$ cat src/hw/rtl/mbc_pkg.sv
`timescale 1ns / 1ps
// ----------------------------------------------------------------------------
// mbc_pkg
// Shared constants and types for the modular binomial coefficient block.
// ----------------------------------------------------------------------------
package mbc_pkg;

    localparam int unsigned VAL_W = 30;
    localparam logic [29:0] MODULUS = 30'd998244353;
    // Fermat exponent p-2 used to invert the top factorial.
    localparam logic [29:0] INV_EXP = 30'd998244351;
    // Barrett reciprocal floor(2^60 / p); it fits in 31 bits.
    localparam logic [30:0] BARRETT_M = 31'((64'd1 << 60) / 64'd998244353);
    // Pipeline depth of the modular multiplier.
    localparam int MM_LAT = 6;

    typedef enum logic [3:0] {
        ST_FAC_SEED,
        ST_FAC_MUL,
        ST_FAC_WAIT,
        ST_POW_ACC,
        ST_POW_ACC_WAIT,
        ST_POW_SQR,
        ST_POW_SQR_WAIT,
        ST_INV_SEED,
        ST_INV_MUL,
        ST_INV_WAIT,
        ST_RUN
    } seq_state_t;

endpackage

$ cat src/hw/rtl/mbc_modmul.sv
`timescale 1ns / 1ps
// ----------------------------------------------------------------------------
// mbc_modmul
// Pipelined multiply modulo p with Barrett reduction and a tag side channel.
// ----------------------------------------------------------------------------
module mbc_modmul #(
    parameter int TAG_W = 1
) (
    input  logic             clk,
    input  logic             rst_n,
    input  logic             in_valid,
    input  logic [29:0]      in_a,
    input  logic [29:0]      in_b,
    input  logic [TAG_W-1:0] in_tag,
    output logic             out_valid,
    output logic [29:0]      out_res,
    output logic [TAG_W-1:0] out_tag
);

    logic [mbc_pkg::MM_LAT-1:0] vld_reg;
    logic [TAG_W-1:0]           tag_reg [mbc_pkg::MM_LAT];
    logic [59:0]                x_reg;
    logic [61:0]                t_reg;
    logic [31:0]                xlo2_reg;
    logic [31:0]                xlo3_reg;
    logic [31:0]                qp_reg;
    logic [31:0]                r_reg;
    logic [31:0]                r1_reg;
    logic [29:0]                r2_reg;

    logic [59:0] prod;
    logic [61:0] t_next;
    logic [30:0] q_est;
    logic [60:0] qp_full;
    logic [31:0] r1_next;
    logic [31:0] r2_next;
    logic [31:0] p_ext;

    assign p_ext   = {2'b00, mbc_pkg::MODULUS};
    assign prod    = {30'd0, in_a} * {30'd0, in_b};
    assign t_next  = {31'd0, x_reg[59:29]} * {31'd0, mbc_pkg::BARRETT_M};
    assign q_est   = t_reg[61:31];
    assign qp_full = {30'd0, q_est} * {31'd0, mbc_pkg::MODULUS};
    // The estimate is at most two short, so the remainder stays below 3p.
    assign r1_next = (r_reg >= p_ext) ? (r_reg - p_ext) : r_reg;
    assign r2_next = (r1_reg >= p_ext) ? (r1_reg - p_ext) : r1_reg;

    always_ff @(posedge clk or negedge rst_n)
    begin
        if (!rst_n)
        begin
            vld_reg <= '0;
        end
        else
        begin
            vld_reg <= {vld_reg[mbc_pkg::MM_LAT-2:0], in_valid};
        end
    end

    always_ff @(posedge clk)
    begin
        tag_reg[0] <= in_tag;
        for (int i = 1; i < mbc_pkg::MM_LAT; i++)
        begin
            tag_reg[i] <= tag_reg[i-1];
        end
        x_reg    <= prod;
        t_reg    <= t_next;
        xlo2_reg <= x_reg[31:0];
        xlo3_reg <= xlo2_reg;
        qp_reg   <= qp_full[31:0];
        r_reg    <= xlo3_reg - qp_reg;
        r1_reg   <= r1_next;
        r2_reg   <= r2_next[29:0];
    end

    assign out_valid = vld_reg[mbc_pkg::MM_LAT-1];
    assign out_tag   = tag_reg[mbc_pkg::MM_LAT-1];
    assign out_res   = r2_reg;

endmodule

$ cat config.mk
export PLATFORM = sky130hd
export DESIGN_NAME = mbc_modmul
export DESIGN_NICKNAME = d
export VERILOG_FILES = /design/src/hw/rtl/mbc_pkg.sv /design/src/hw/rtl/mbc_modmul.sv
export SDC_FILE = /design/constraint.sdc
export NUM_CORES = 2
export LEC_CHECK = 0
export BUFFER_PORTS_ARGS = -buffer_cell sky130_fd_sc_hd__clkbuf_2
export CAP_MARGIN = 10
export CORE_MARGIN = 10
export CORE_UTILIZATION = 56
export DETAILED_ROUTE_END_ITERATION = 16
export HOLD_SLACK_MARGIN = 0.08
export PLACE_DENSITY = 0.72
export SYNTH_ARGS = -nofsm -noshare
export SYNTH_HDL_FRONTEND = slang
export SYNTH_SLANG_ARGS = --single-unit
$ cat constraint.sdc
create_clock -name clk -period 7.4 [get_ports clk]
set_clock_uncertainty 0.15 [all_clocks]
set_input_delay 1.48 -clock clk [delete_from_list [all_inputs] [get_ports clk]]
set_output_delay 1.48 -clock clk [all_outputs]
set_load 0.01 [all_outputs]
==> run_results.csv <==
group,metric,value,unit
run_status,status,"finished, violations left",
run_status,violations,"setup timing",
sta,setup-tns-final,-13.65,ns
yosys,synth_fp_nets,7311,
placed_design,hpwlAfterDp,112000,um
grt,grt_max_degree,24,
clocking,hold_buffers,0,
clocking,clock_sinks,293,
route,wl,129000,um
worst_setup_path,reg2reg_depth,23,
route,vias,37900,
sta,setup_violations,34,
sta,max_freq,123,MHz
sta,hold_slack,0.166,ns
worst_setup_path,r2r-start,"x_reg[42]",
worst_hold_path,hold_class,"reg -> reg",
route,routedWlPerCell,18.1,um
worst_hold_path,holdPathEnd,"xlo2_reg[1]",
floorplanning,die_h,327,um
final_layout,layout-drive-gt1-share,14.9,%
yosys,yosys_most_used_dff,"dfxtp_1",
final_layout,syn_to_final_growth,14.6,%
floorplanning,die_x,327,um
worst_setup_path,critPathBufInv,10,
sta,finalCriticalPeriod,8.10,ns
worst_setup_path,cp_common_cell,"fa_1",
sta,rsz0062_at_grt,"yes",
yosys,async_flop_share,2.05,%
final_layout,largest_register_ffs,60,
clocking,cts_buffers,28,
grt,grt.overflow.total,0,
sta,fin_ws,-0.702,ns
worst_setup_path,cp.arrival,8.39,ns
sta,tightest_slew,0.915,ns
route,viasPerCell,5.30,
grt,grt_pass1_vias,41200,
floorplanning,rows,112,
worst_hold_path,whs_path_depth,0,
floorplanning,coreArea,93300,um2
clocking,tritoncts,"done",
worst_setup_path,worstPathRequired,7.69,ns
final_layout,stdcell_count,7148,
floorplanning,die_area,107000,um2
worst_setup_path,crit_type,"in -> reg",
sta,finalHoldViolations,0,
yosys,avgSynthCellArea,9.60,um2
clocking,clk_pin_slew,0.06,ns
floorplanning,ios,96,
placed_design,placed_area,57600,um2
worst_setup_path,crit_fanout,7,
clocking,cts_buffer_depth,3,
worst_setup_path,crit_path_start_kind,"input port",
route,drtAntennaViolNets,0,
worst_setup_path,max_stage_delay,0.51,ns
placed_design,gp_congestion,0.944,
sta,relSlewSlack,39.0,%
sta,drv_slew,0,
yosys,ys_seq_area_share,11.2,%
placed_design,io_buffers,95,
route,drt_first_iter_violations,2350,
worst_setup_path,regToRegSetupSlack,0.31,ns
route,drc,0,
job,drv_cap,0,
final_layout,n_antenna_cell,0,
yosys,synth_area,52700,um2
yosys,synthCells,5485,
yosys,synth_edf_count,0,
worst_setup_path,r2r_end,"t_reg[47]",
grt,grt.total_usage,24.6,%
worst_setup_path,worstSetupEndpointType,"register",
clocking,h-tree-depth,1,
final_layout,postLayoutCellArea,60400,um2
floorplanning,initial_core_util,56.4,%
final_layout,finalNetCount,7699,
grt,antenna_found_initial,0,
clocking,clock_latency,0.57,ns
placed_design,dp_cells,7062,
worst_hold_path,hp-start,"x_reg[1]",
worst_setup_path,crit_family,"adder cells",
yosys,ys_seq_elements,293,
sta,timing.final.crit_share,109,%
worst_setup_path,crit_slowest_cell,"or4b_1",
route,firstDrtPassIters,6,
grt,grt_first_pass_wirelength,213000,um
yosys,synth_cell_types,81,
clocking,cts_root_buf,"clkbuf_16",
yosys,synth_warnings,0,
[worst max path at each step]
stage	startpoint	end	slack, ns	cells after the start
after floorplan	in_b[5]	x_reg[57]	-0.88	26
after global placement	in_a[19]	x_reg[57]	-1.34	25
after detailed placement	in_a[19]	x_reg[57]	-1.41	25
after CTS	in_a[9]	x_reg[57]	-0.58	26
after global routing	in_b[4]	x_reg[57]	-0.88	25
final	in_b[11]	x_reg[57]	-0.70	29
[metrics by stage]
stage          setup slack, ns  util, %
4_1_cts                 -0.583     63.9
3_3_place_gp             -1.34     61.8
2_1_floorplan           -0.877        -
3_5_place_dp             -1.41     61.8
6_report                -0.702     64.7
5_1_grt                 -0.879     64.7
[placed cells by master (no fill, tap or decap), types with 23 or more instances in the layout]
cell,instances
a21o_1,63
a21oi_1,126
and2_1,494
and2_4,38
buf_12,29
buf_4,374
buf_6,68
clkbuf_16,31
clkbuf_2,61
dfxtp_1,283
fa_1,1004
fa_2,44
ha_1,694
inv_1,1253
inv_2,55
nand2_1,460
nand3_1,32
nand4_1,30
nor2_1,86
nor3_1,32
o21ai_0,64
o21bai_1,23
xnor2_1,112
xor2_1,69
[cells by family after synthesis]
group / after synthesis / share of synthesized area (%)
adders and majority gates: 1762 / 56.8
and+or+nand+nor: 1301 / 12.8
xor gates and xnor gates: 190 / 3.16
muxes: 1 / 0.0214
DFF: 293 / 11.2
AOI/OAI and AO/OA: 425 / 5.19
buffers and inverters: 1513 / 10.8
[worst reg2reg max path, delay by kind of cell (launching register included)]
kind                     cells  cell delay, ns
AND/OR/NAND/NOR              3            0.60
buffers and inverters        5            0.38
AO/OA/AOI/OAI                5            1.14
flip-flops                   1            0.39
XOR/XNOR                     1            0.18
adder cells (fa/ha/maj)      9            4.18
[cells in the mapped netlist (all sizes together) (30+ instances only)]
master,count,area share (%)
o21ai,79,0.78
inv,1308,9.3
xnor2,121,2.0
nand3,38,0.38
ha,714,17
clkbuf,199,1.4
fa,1048,40
xor2,69,1.1
nand2,472,3.4
a21oi,148,1.4
nor2,89,0.63
nand4,30,0.36
nor3,34,0.32
a21o,63,0.90
dfxtp,287,11
and2,532,6.3
[repair_timing]
action                                  4_1_cts  5_1_grt
hold endpoints to repair                      0        0
buffers inserted                             12       26
gates resized for setup                     211      175
gates cloned                                  1        0
endpoints found under the setup margin       37       43
pin swaps                                    87       99
[layer usage]
layer  global-route usage (%)  vias to the layer above  share of wire (%)
met5                        0                        -                  0
met4                     7.76                        0                3.7
met3                     3.29                      254                6.3
met2                     41.3                     1171                 47
met1                     32.7                    19100                 43
li1                         -                    17400                  -
[area by class of cell]
cell class              count  area [um2]
fillers                  7441       33000
multi-input cells        3679       42100
flip-flops and latches    293        5900
repair buffers            563        4870
inverters                1308        4910
well taps                1254        1570
clock buffers              36         791
clock inverters            15         260
Power is not shown: default switching activity piles up to over one toggle a cycle in this logic, so the estimate is an artifact.
